--- src/qwpi_pkg.sv ---
// ----------------------------------------------------------------------------
// qwpi_pkg - shared types and constants of the quad wheel PI speed controller
// Field widths, register reset values, register indexes, pipeline depth and
// the reciprocal constants used for the voltage to command scaling.
// ----------------------------------------------------------------------------
package qwpi_pkg;

  localparam int SLOTS           = 4;
  localparam int WHEEL_COUNT_DEF = 4;

  localparam int SPEED_W = 16;
  localparam int CMD_W   = 16;

  localparam int PGAIN_W = 24;
  localparam int IGAIN_W = 24;
  localparam int GEAR_W  = 8;
  localparam int TSTEP_W = 16;
  localparam int VLIM_W  = 13;

  localparam int CFG_IDX_W  = 3;
  localparam int CFG_DATA_W = 24;

  localparam int ERR_W   = 25;
  localparam int INTEG_W = 40;

  // Lane stages plus the merge/output stage.
  localparam int STAGES = 9;

  localparam logic [PGAIN_W-1:0] PGAIN_RST = PGAIN_W'(53674);
  localparam logic [IGAIN_W-1:0] IGAIN_RST = IGAIN_W'(11311514);
  localparam logic [GEAR_W-1:0]  GEAR_RST  = GEAR_W'(19);
  localparam logic [TSTEP_W-1:0] TSTEP_RST = TSTEP_W'(655);
  localparam logic [VLIM_W-1:0]  VLIM_RST  = VLIM_W'(5530);

  // command = round_half_away(|v| * 125 / 27), done as
  // ((|v| * 125 + 13) * M) >> DIV_SHIFT with M = ceil(2^25 / 27).
  localparam int DIV_SHIFT  = 25;
  localparam int DIV_PROD_W = 41;
  localparam int DIV_MUL    = 155344625;  // 125 * M
  localparam int DIV_ADD    = 16155841;   // 13 * M

  localparam int CMD_LIMIT = 25600;

  typedef enum logic [CFG_IDX_W-1:0] {
    REG_PROP_GAIN     = 3'd0,
    REG_INTEG_GAIN    = 3'd1,
    REG_GEAR_RATIO    = 3'd2,
    REG_TIME_STEP     = 3'd3,
    REG_VOLTAGE_LIMIT = 3'd4
  } reg_index_t;

  typedef struct packed {
    logic [PGAIN_W-1:0] prop_gain;
    logic [IGAIN_W-1:0] integ_gain;
    logic [GEAR_W-1:0]  gear_ratio;
    logic [TSTEP_W-1:0] time_step;
    logic [VLIM_W-1:0]  voltage_limit;
  } cfg_t;

  typedef struct packed {
    logic [STAGES-1:0] load;
  } pipe_ctl_t;

endpackage

--- src/qwpi_ctrl.sv ---
// ----------------------------------------------------------------------------
// qwpi_ctrl - pipeline flow control
// Keeps one valid bit per stage and loads a stage whenever it is empty or its
// content moves on, so bubbles collapse and input keeps flowing under stall.
// ----------------------------------------------------------------------------
module qwpi_ctrl (
  input  logic                 clk,
  input  logic                 rst,
  input  logic                 s_tvalid,
  output logic                 s_tready,
  output logic                 m_tvalid,
  input  logic                 m_tready,
  output qwpi_pkg::pipe_ctl_t  ctl
);

  localparam int N = qwpi_pkg::STAGES;

  logic [N-1:0] vld;
  logic [N-1:0] upstream;
  logic [N:0]   rdy;

  assign upstream = {vld[N-2:0], s_tvalid};

  always_comb begin
    rdy[N] = m_tready;
    for (int k = N - 1; k >= 0; k--) begin
      rdy[k] = !vld[k] || rdy[k+1];
    end
    ctl.load = upstream & rdy[N-1:0];
  end

  always_ff @(posedge clk) begin
    if (rst) begin
      vld <= '0;
    end else begin
      // take a new request, or hold the current one while downstream is stuck
      vld <= ctl.load | (vld & ~rdy[N:1]);
    end
  end

  // refuse requests while reset clears the pipeline
  assign s_tready = rdy[0] && !rst;
  assign m_tvalid = vld[N-1];

endmodule

--- config.mk ---
export PLATFORM = sky130hd
export DESIGN_NAME = qwpi_ctrl
export DESIGN_NICKNAME = d
export VERILOG_FILES = /design/src/qwpi_pkg.sv /design/src/qwpi_ctrl.sv
export SDC_FILE = /design/constraint.sdc
export NUM_CORES = 1
export LEC_CHECK = 0
export ABC_CLOCK_PERIOD_IN_PS = 1250
export BUFFER_PORTS_ARGS = -buffer_cell sky130_fd_sc_hd__buf_2
export CAP_MARGIN = 40
export CORE_AREA = 5 5 42 44
export CTS_BUF_LIST = sky130_fd_sc_hd__clkbuf_8
export CTS_CLUSTER_DIAMETER = 150
export CTS_CLUSTER_SIZE = 12
export DETAILED_ROUTE_END_ITERATION = 10
export DIE_AREA = 0 0 47 49
export GPL_TIMING_DRIVEN = 0
export PLACE_DENSITY = 0.54
export SYNTH_ARGS = -nofsm -noshare
export SYNTH_HDL_FRONTEND = slang
export SYNTH_SLANG_ARGS = --single-unit
--- constraint.sdc ---
create_clock -name clk -period 1.25 [get_ports clk]
set_input_delay 0 -clock clk [delete_from_list [all_inputs] [get_ports clk]]
set_output_delay 0 -clock clk [all_outputs]
set_load 0.05 [all_outputs]
==> flow_summary.json <==
{
  "antenna_found_initial": 0,
  "p_total_uw": 710.3,
  "fmax_mhz": 762.1,
  "cp-start-kind": "register",
  "detail-route-antenna-nets": 0,
  "port_buffers": 13,
  "setup_tns_ps": -191.0,
  "pre_cts_ws_ps": -34.00,
  "viasPerCell": 4.843,
  "largest_reg_flops": 9,
  "top_layer_used": "met4",
  "finalCritPeriodShare_pct": 105.0,
  "regToRegSetupSlack_ps": -10,
  "rsz0062_at_grt": "true",
  "regMostFlops": "vld",
  "ys_warn_count": 0,
  "coreArea_sq_um": 1401,
  "syn_avg_cell_area_sq_um": 8.654,
  "insertion_delay_ps": 230,
  "synthMuxAreaShare_pct": 0,
  "fillerInstances": 131,
  "initial_core_util_pct": 29.64,
  "setup-violations-final": 5,
  "cp.required_ps": 1250,
  "worstPathArrival_ps": 1310,
  "hpwl_um": 650.4,
  "gp_congestion": 0.6831,
  "register_area_sq_um": 193.9,
  "synth-xor-area-share_pct": 0,
  "die_h_um": 49,
  "multiInputGateArea_sq_um": 294.0,
  "wl_met1_um": 485,
  "grt_pass1_vias": 421,
  "synthCells": 48,
  "nets": 78,
  "fp.dieArea_sq_um": 2303,
  "end_kind": "primary output",
  "synth_top_family_by_area": "simple AND/OR/NAND/NOR gates",
  "hold_path.class": "input pin to register",
  "skew_ps": 0.8696,
  "max_cap_viol_count": 0,
  "cts_tree": "done",
  "powerDensity_nw_per_um2": 905.5,
  "cts_buffers": 3,
  "clockRootBuffer": "clkbuf_8",
  "fin_util_pct": 55.98,
  "ys_ff_latch": 9,
  "irDropWorstVdd_mv": 0.5677,
  "drt_iter0_drc": 7,
  "grt_max_degree": 10,
  "final_common_cell": "buf_6",
  "rows": 14,
  "violations": "negative setup slack",
  "reg_top3": "vld (9)",
  "synth.distinct_cells": 20,
  "dr_wl_met3_um": 60,
  "clockBufferDepth": 2,
  "maxSlewViolCount": 0,
  "clock-sinks": 9,
  "critPathKind": "register to primary output",
  "synthAdderAreaFrac_pct": 0,
  "status": "finished with violations",
  "post_drt_wl_per_cell_um": 12.09,
  "final_hold_viol_count": 0,
  "drc": 0,
  "fin_crit_ps": 1312,
  "p_leak_uw": 0.0003638,
  "ios": 15,
  "setup_ws_ps": -62.24,
  "synth-compound-area-share_pct": 22.89,
  "yosys.area_share.simple_pct": 27.71,
  "wl_met2_um": 503,
  "cts_max_level": 1,
  "num_vias": 431,
  "yosysSeqAreaShare_pct": 43.37,
  "area_growth_pct": 88.86,
  "crit_fanout": 6,
  "syn_nets": 52,
  "wirelength_um": 1076,
  "relSlewSlack_pct": 75.86,
  "final_cell_mix": "buf_6 (7), buf_4 (6)",
  "antennaDiodeCount": 0,
  "die_w_um": 47,
  "overflow": 0,
  "drt_pass1_iterations": 4,
  "grt_pass1_wl_um": 1731,
  "syn-cell-area_sq_um": 415.4,
  "worst-slew-pin-transition_ps": 361.6,
  "drive_above_1_share_pct": 63.01,
  "clk_pin_slew_worst_paths_ps": 40,
  "grt_usage_pct": 10.78
}
power by group:
group / internal, uW / total, uW / switching (uW) / leakage, uW
sequential: 290 / 300 / 9.95 / 0.0000772
clock: 213 / 323 / 110 / 0.0000269
combinational: 37.7 / 87.4 / 49.7 / 0.000260
cells by family after synthesis:
group / count (synthesis)
DFF: 9
buffers and inverters: 6
AOI/OAI and AO/OA: 14
and+or+nand+nor: 19
what timing repair did:
item                                    in CTS  in global routing
pin swaps                                    7                  4
hold buffers                                 1                  0
endpoints found under the setup margin       9                 10
buffers inserted                             6                  1
endpoints found under the hold margin        1                  0
resized for setup                           28                  9
area by class of cell:
| cell class | instances | area share (%) |
|---|---|---|
| Clock inverter | 1 | 0.4785 |
| Sequential cell | 9 | 24.72 |
| Multi-Input combinational cell | 33 | 37.48 |
| Buffer | 2 | 2.073 |
| Inverter | 4 | 1.914 |
| Timing Repair Buffer | 21 | 25.52 |
| Tap cell | 16 | 2.552 |
| Clock buffer | 3 | 5.263 |
synth_stat cells:
master	count	area [sq um]
nand2_1	1	3.750
a21oi_1	4	20.02
nand2b_1	1	6.260
nand3_1	1	5.000
a21boi_0	2	15.01
nand4_1	1	6.260
nand2_2	1	6.260
nor2_1	5	18.77
nor2b_1	3	18.77
dfxtp_1	9	180.2
nor3_4	1	16.27
and3b_1	1	8.760
inv_1	4	15.01
and2_1	3	18.77
o21a_1	2	15.01
a31oi_1	3	18.77
and3_1	1	6.260
buf_2	2	10.01
a22o_1	2	17.52
a41oi_1	1	8.760
critical path, stage by stage, from the launching register on:
cell	delay, ps
dfxtp_4	370
nand4_1	140
nor3_4	170
buf_12	150
a31oi_4	80
buf_6	180
layer usage:
metal  track usage (%)  up-vias
met5                 0        -
met4             9.677        0
met3             2.214        4
met2             15.38       14
met1             12.78      197
li1                  -      216
worst paths after layout:
path,from,to,cells past startpoint
hold reg to reg,vld[5],vld[6],2
hold / removal,rst,vld[4],2
setup / recovery,vld[6],ctl[0],5
setup reg to reg,vld[7],vld[3],6
metrics by stage:
step | hold slack, ps | cell area [sq um] | cells
after floorplan | 132.6 | 459.2 | 48
after global placement | 232.3 | 544.3 | 77
after detailed placement | 237.4 | 544.3 | 77
after CTS | 70.73 | 747.0 | 88
after global routing | 90.18 | 784.5 | 89
final | 69.61 | 784.5 | 89
No activity file was read; power rests on OpenSTA's default activity.
