`src/qwpi_pkg.sv`:
```
// ----------------------------------------------------------------------------
// qwpi_pkg - shared types and constants of the quad wheel PI speed controller
// Field widths, register reset values, register indexes, pipeline depth and
// the reciprocal constants used for the voltage to command scaling.
// ----------------------------------------------------------------------------
package qwpi_pkg;

  localparam int SLOTS           = 4;
  localparam int WHEEL_COUNT_DEF = 4;

  localparam int SPEED_W = 16;
  localparam int CMD_W   = 16;

  localparam int PGAIN_W = 24;
  localparam int IGAIN_W = 24;
  localparam int GEAR_W  = 8;
  localparam int TSTEP_W = 16;
  localparam int VLIM_W  = 13;

  localparam int CFG_IDX_W  = 3;
  localparam int CFG_DATA_W = 24;

  localparam int ERR_W   = 25;
  localparam int INTEG_W = 40;

  // Lane stages plus the merge/output stage.
  localparam int STAGES = 9;

  localparam logic [PGAIN_W-1:0] PGAIN_RST = PGAIN_W'(53674);
  localparam logic [IGAIN_W-1:0] IGAIN_RST = IGAIN_W'(11311514);
  localparam logic [GEAR_W-1:0]  GEAR_RST  = GEAR_W'(19);
  localparam logic [TSTEP_W-1:0] TSTEP_RST = TSTEP_W'(655);
  localparam logic [VLIM_W-1:0]  VLIM_RST  = VLIM_W'(5530);

  // command = round_half_away(|v| * 125 / 27), done as
  // ((|v| * 125 + 13) * M) >> DIV_SHIFT with M = ceil(2^25 / 27).
  localparam int DIV_SHIFT  = 25;
  localparam int DIV_PROD_W = 41;
  localparam int DIV_MUL    = 155344625;  // 125 * M
  localparam int DIV_ADD    = 16155841;   // 13 * M

  localparam int CMD_LIMIT = 25600;

  typedef enum logic [CFG_IDX_W-1:0] {
    REG_PROP_GAIN     = 3'd0,
    REG_INTEG_GAIN    = 3'd1,
    REG_GEAR_RATIO    = 3'd2,
    REG_TIME_STEP     = 3'd3,
    REG_VOLTAGE_LIMIT = 3'd4
  } reg_index_t;

  typedef struct packed {
    logic [PGAIN_W-1:0] prop_gain;
    logic [IGAIN_W-1:0] integ_gain;
    logic [GEAR_W-1:0]  gear_ratio;
    logic [TSTEP_W-1:0] time_step;
    logic [VLIM_W-1:0]  voltage_limit;
  } cfg_t;

  typedef struct packed {
    logic [STAGES-1:0] load;
  } pipe_ctl_t;

endpackage

```
`src/qwpi_merge.sv`:
```
// ----------------------------------------------------------------------------
// qwpi_merge - command merge and output register
// Finishes each lane's division, saturates and signs the command, zeroes
// unused wheel slots and packs all slots into the output word.
// ----------------------------------------------------------------------------
module qwpi_merge #(
  parameter int WHEEL_COUNT = qwpi_pkg::WHEEL_COUNT_DEF
) (
  input  logic                                              clk,
  input  qwpi_pkg::pipe_ctl_t                               ctl,
  input  logic [qwpi_pkg::SLOTS-1:0][qwpi_pkg::DIV_PROD_W-1:0] scaled,
  input  logic [qwpi_pkg::SLOTS-1:0]                        neg,
  output logic [qwpi_pkg::SLOTS*qwpi_pkg::CMD_W-1:0]        tdata
);

  localparam int QW = qwpi_pkg::DIV_PROD_W - qwpi_pkg::DIV_SHIFT;
  localparam int CW = qwpi_pkg::CMD_W;
  localparam logic [QW-1:0] QLIM = QW'(qwpi_pkg::CMD_LIMIT);

  logic [qwpi_pkg::SLOTS-1:0][CW-1:0] cmd_next;

  always_comb begin
    logic [QW-1:0] q;
    logic [CW-1:0] qc;
    for (int w = 0; w < qwpi_pkg::SLOTS; w++) begin
      q  = scaled[w][qwpi_pkg::DIV_PROD_W-1:qwpi_pkg::DIV_SHIFT];
      qc = CW'((q > QLIM) ? QLIM : q);
      if (w >= WHEEL_COUNT) begin
        cmd_next[w] = '0;
      end else if (neg[w]) begin
        cmd_next[w] = -qc;
      end else begin
        cmd_next[w] = qc;
      end
    end
  end

  always_ff @(posedge clk) begin
    if (ctl.load[qwpi_pkg::STAGES-1]) begin
      tdata <= cmd_next;
    end
  end

endmodule

```
`config.mk`:
```
export PLATFORM = sky130hd
export DESIGN_NAME = qwpi_merge
export DESIGN_NICKNAME = d
export VERILOG_FILES = /design/src/qwpi_pkg.sv /design/src/qwpi_merge.sv
export SDC_FILE = /design/constraint.sdc
export NUM_CORES = 1
export LEC_CHECK = 0
export CAP_MARGIN = 10
export CELL_PAD_IN_SITES_DETAIL_PLACEMENT = 0
export CELL_PAD_IN_SITES_GLOBAL_PLACEMENT = 2
export CORE_MARGIN = 2
export CORE_UTILIZATION = 35
export DETAILED_ROUTE_END_ITERATION = 8
export DONT_BUFFER_PORTS = 1
export PLACE_DENSITY = 0.87
export SLEW_MARGIN = 15
export SYNTH_ARGS = -nofsm -noshare
export SYNTH_HDL_FRONTEND = slang
export SYNTH_SLANG_ARGS = --single-unit
```
`constraint.sdc`:
```
create_clock -name clk -period 3.08 [get_ports clk]
set_input_delay 0.308 -clock clk [delete_from_list [all_inputs] [get_ports clk]]
set_output_delay 0.308 -clock clk [all_outputs]
set_load 0.01 [all_outputs]
```
==> impl_metrics.prom <==
# TYPE chip_impl_metric gauge
chip_impl_metric{name="power.density",unit="mW/mm2"} 574
chip_impl_metric{name="post_synth_instance_area",unit="mm2"} 0.00399
chip_impl_metric{name="clock_tree.htree_level_count",unit=""} 3
chip_impl_metric{name="antenna_cells_inserted",unit=""} 0
chip_impl_info{name="holdCritStartpoint",value="ctl[8]"} 1
chip_impl_metric{name="sw_share",unit="%"} 23.2
chip_impl_metric{name="floorplan.initialDensity",unit="%"} 36.3
chip_impl_info{name="cp-end-kind",value="register"} 1
chip_impl_metric{name="post_route_cells_drive_above_1_share",unit="%"} 10.4
chip_impl_metric{name="synthDominantCellAreaShare",unit="%"} 48.2
chip_impl_metric{name="maxSlewViolCount",unit=""} 0
chip_impl_metric{name="power_frac_comb",unit="%"} 8.9
chip_impl_info{name="registers.top_by_ff_count",value="tdata"} 1
chip_impl_info{name="clock-root-buffer",value="sky130_fd_sc_hd__clkbuf_16"} 1
chip_impl_metric{name="core_box_area",unit="mm2"} 0.0110
chip_impl_metric{name="dpl.cell_count",unit=""} 528
chip_impl_metric{name="timing.final.ws_setup",unit="ns"} 0.707
chip_impl_metric{name="die_area",unit="mm2"} 0.0123
chip_impl_metric{name="cts_hold_buffers",unit=""} 0
chip_impl_metric{name="ys_async_sr_fraction",unit="%"} 0
chip_impl_metric{name="power.share.sequential",unit="%"} 45.0
chip_impl_metric{name="finalWeightedCongestion",unit=""} 0.830
chip_impl_metric{name="grt_first_pass_wirelength",unit="um"} 16200
chip_impl_metric{name="setup_violations",unit=""} 0
chip_impl_metric{name="post_detailed_placement_half_perimeter_wirelength",unit="um"} 7260
chip_impl_metric{name="num_rows",unit=""} 38
chip_impl_metric{name="grt_max_degree",unit=""} 65
chip_impl_metric{name="number_of_resized_instances_in_the_post_cts_repair_step",unit=""} 0
chip_impl_metric{name="final_cell_count_no_fill",unit=""} 544
chip_impl_metric{name="power.clock.fraction",unit="%"} 46.1
chip_impl_metric{name="detailed_route_via_count",unit=""} 3186
chip_impl_metric{name="layout.nets",unit=""} 581
chip_impl_metric{name="area.growth.synth_to_final",unit="%"} 11.8
chip_impl_metric{name="synth_edf_count",unit=""} 64
chip_impl_metric{name="cts_setup_buffers",unit=""} 0
chip_impl_metric{name="seq_area_frac_synth",unit="%"} 48.2
chip_impl_metric{name="largest_register_ffs",unit=""} 64
chip_impl_metric{name="worst_ep_arrival_time",unit="ns"} 2.44
chip_impl_metric{name="clk_pin_slew_worst_paths",unit="ns"} 0.06
chip_impl_metric{name="switching_power",unit="uW"} 596
chip_impl_info{name="biggestRegsByFlops",value="tdata (64)"} 1
chip_impl_metric{name="port_buffers",unit=""} 0
chip_impl_metric{name="finish.instance_area",unit="mm2"} 0.00446
chip_impl_metric{name="dp_worst_setup_slack",unit="ns"} 0.386
chip_impl_info{name="run_status",value="finished, final reports clean"} 1
chip_impl_metric{name="worst-endpoint-required",unit="ns"} 3.15
chip_impl_metric{name="max_cap_violations",unit=""} 0
chip_impl_metric{name="p_int",unit="mW"} 1.97
chip_impl_metric{name="tns",unit="ns"} 0
chip_impl_metric{name="detail_route.drc_violations",unit=""} 0
chip_impl_metric{name="grt_antenna_before_repair",unit=""} 0
chip_impl_metric{name="critical_path_peak_fanout",unit=""} 6
chip_impl_metric{name="drtIter0Drc",unit=""} 198
chip_impl_metric{name="finalCritPeriodShare",unit="%"} 77.0
chip_impl_metric{name="post_synthesis_sequential_element_count",unit=""} 64
chip_impl_metric{name="ant_nets",unit=""} 0
chip_impl_info{name="setup.worst_path.start_class",value="input pin"} 1
chip_impl_metric{name="ff_latch_area",unit="mm2"} 0.00192
chip_impl_metric{name="worstMarginPinSlew",unit="ns"} 0.714
chip_impl_info{name="worstHoldPathType",value="in2reg"} 1
chip_impl_metric{name="die_w",unit="um"} 111
chip_impl_info{name="path_class",value="in2reg"} 1
chip_impl_info{name="layout_common_cells",value="sky130_fd_sc_hd__edfxtp_1 (64), sky130_fd_sc_hd__nand2_1 (49), sky130_fd_sc_hd__nor2_1 (41)"} 1
chip_impl_metric{name="globalRoute.totalOverflow",unit=""} 0
chip_impl_metric{name="tmin_final",unit="ns"} 2.37
chip_impl_info{name="rsz_0062_raised_after_global_routing",value="false"} 1
chip_impl_metric{name="filler_cell_count",unit=""} 1061
chip_impl_metric{name="synth_warnings",unit=""} 0
chip_impl_info{name="tritoncts_clock_tree",value="built"} 1
chip_impl_metric{name="io_pins",unit=""} 242
chip_impl_metric{name="ir_worst_vdd",unit="V"} 0.000267
chip_impl_metric{name="route.detailed.vias_per_inst",unit=""} 5.86
chip_impl_info{name="final_common_cell",value="sky130_fd_sc_hd__edfxtp_1"} 1
chip_impl_metric{name="multiInputGateArea",unit="mm2"} 0.00198
chip_impl_metric{name="number_of_cts_inserted_buffers",unit=""} 9
chip_impl_info{name="postSynth.topFlopCell",value="sky130_fd_sc_hd__edfxtp_1"} 1
chip_impl_metric{name="finalHoldViolCount",unit=""} 0
chip_impl_metric{name="cts.sink_count",unit=""} 64
chip_impl_metric{name="vias_in_the_first_global_route",unit=""} 3095
chip_impl_metric{name="clock_path_buffers",unit=""} 2
chip_impl_metric{name="post_syn_instances",unit=""} 401
chip_impl_metric{name="post-layout-total-power",unit="mW"} 2.56
chip_impl_info{name="critPathLaunch",value="scaled[119]"} 1
chip_impl_metric{name="power_leakage",unit="nW"} 1.46
chip_impl_metric{name="number_of_different_library_cells_in_the_post_synthesis_netlist",unit=""} 68
chip_impl_metric{name="mappedNetlistNets",unit=""} 583
chip_impl_metric{name="detailed_place.area",unit="mm2"} 0.00412
chip_impl_metric{name="fmax",unit="MHz"} 421
chip_impl_info{name="synth_top_cells_by_area",value="sky130_fd_sc_hd__edfxtp_1 (48%), sky130_fd_sc_hd__nand2_1 (4.6%), sky130_fd_sc_hd__o21ai_0 (4.4%), sky130_fd_sc_hd__xor2_1 (4.2%), sky130_fd_sc_hd__nor2_1 (3.9%)"} 1
chip_impl_metric{name="avgRoutedWirePerCell",unit="um"} 18.2
chip_impl_metric{name="drt_first_pass_iters",unit=""} 4
chip_impl_metric{name="timing.slew.headroom",unit="%"} 51.8
chip_impl_metric{name="grt_use_total",unit="%"} 16.2
chip_impl_metric{name="floorplan.die.height",unit="um"} 111
chip_impl_info{name="biggest_area_consumer_among_synthesized_cells",value="sky130_fd_sc_hd__edfxtp_1"} 1
chip_impl_metric{name="synth.avg_cell_area",unit="um2"} 9.95
chip_impl_metric{name="totalWireLength",unit="um"} 9900
## stage by stage
stage	utilization (%)	hold slack [ns]
finish	40.6	0.0962
global placement	37.5	0.424
floorplan	-	0.420
detailed placement	37.5	0.424
CTS	40.6	0.0800
global route	40.6	0.0739
## routing by layer
metal	vias to the layer above	track usage [%]	wire length (um)
met1	1517	21.7	4630
met2	120	24.1	4350
met3	7	6.67	842
met5	-	0	0
li1	1542	-	-
met4	0	4.75	78
## logic make-up (layout without fill, tap and decap cells)
| logic type | Yosys count | after routing | synth area share (%) |
|---|---|---|---|
| multiplexers | 3 | 3 | 0.784 |
| AO/OA/AOI/OAI | 117 | 117 | 20.7 |
| adder cells (fa/ha/maj) | 4 | 4 | 1.25 |
| flip-flops | 64 | 64 | 48.2 |
| buffers and inverters | 22 | 25 | 2.16 |
| AND/OR/NAND/NOR | 167 | 167 | 21.7 |
| XOR/XNOR | 24 | 24 | 5.27 |
## critical path, cell delays in order
cell,delay (ns)
sky130_fd_sc_hd__o311ai_0,0.15
sky130_fd_sc_hd__nor2b_1,0.21
sky130_fd_sc_hd__nand2_1,0.11
sky130_fd_sc_hd__ha_1,0.21
sky130_fd_sc_hd__nor3b_1,0.52
sky130_fd_sc_hd__nand4b_1,0.25
sky130_fd_sc_hd__or3_1,0.38
sky130_fd_sc_hd__a211oi_1,0.24
sky130_fd_sc_hd__a311oi_1,0.07
## power by group through the flow
stage | Combinational, mW | Sequential, mW | Clock (mW)
detailed placement | 0.229 | 1.17 | 0
global route | 0.262 | 1.16 | 1.25
global placement | 0.227 | 1.17 | 0
floorplan | 0.201 | 1.15 | 0
CTS | 0.230 | 1.16 | 1.21
finish | 0.227 | 1.15 | 1.18
## synthesized netlist by cell type, types with 6 or more instances
cell type / instances
sky130_fd_sc_hd__nor2_1: 41
sky130_fd_sc_hd__o21ai_0: 35
sky130_fd_sc_hd__nand2b_1: 6
sky130_fd_sc_hd__edfxtp_1: 64
sky130_fd_sc_hd__clkbuf_1: 13
sky130_fd_sc_hd__o21a_1: 6
sky130_fd_sc_hd__nand2_1: 49
sky130_fd_sc_hd__a21oi_1: 14
sky130_fd_sc_hd__inv_1: 8
sky130_fd_sc_hd__xor2_1: 19
sky130_fd_sc_hd__nand3_1: 8
sky130_fd_sc_hd__nor3_1: 11
sky130_fd_sc_hd__nor2b_1: 7
sky130_fd_sc_hd__nand4_1: 6
sky130_fd_sc_hd__nor4_1: 7
sky130_fd_sc_hd__o31ai_1: 9
## path summary, 6_finish.rpt
kind                        end  slack, ns  depth (start not counted)
worst max-delay path  tdata[46]       0.71                          9
worst min-delay path  tdata[28]        0.1                          0
## layout make-up
| class | count | area share, % |
|---|---|---|
| multi-input cells | 315 | 44.4 |
| flip-flops and latches | 64 | 43.1 |
| clock inverters | 7 | 2.69 |
| repair buffers | 1 | 0.168 |
| inverters | 8 | 0.673 |
| clock buffers | 9 | 5.05 |
| well taps | 140 | 3.92 |
Note: power is estimated with default switching activity, not from simulation.
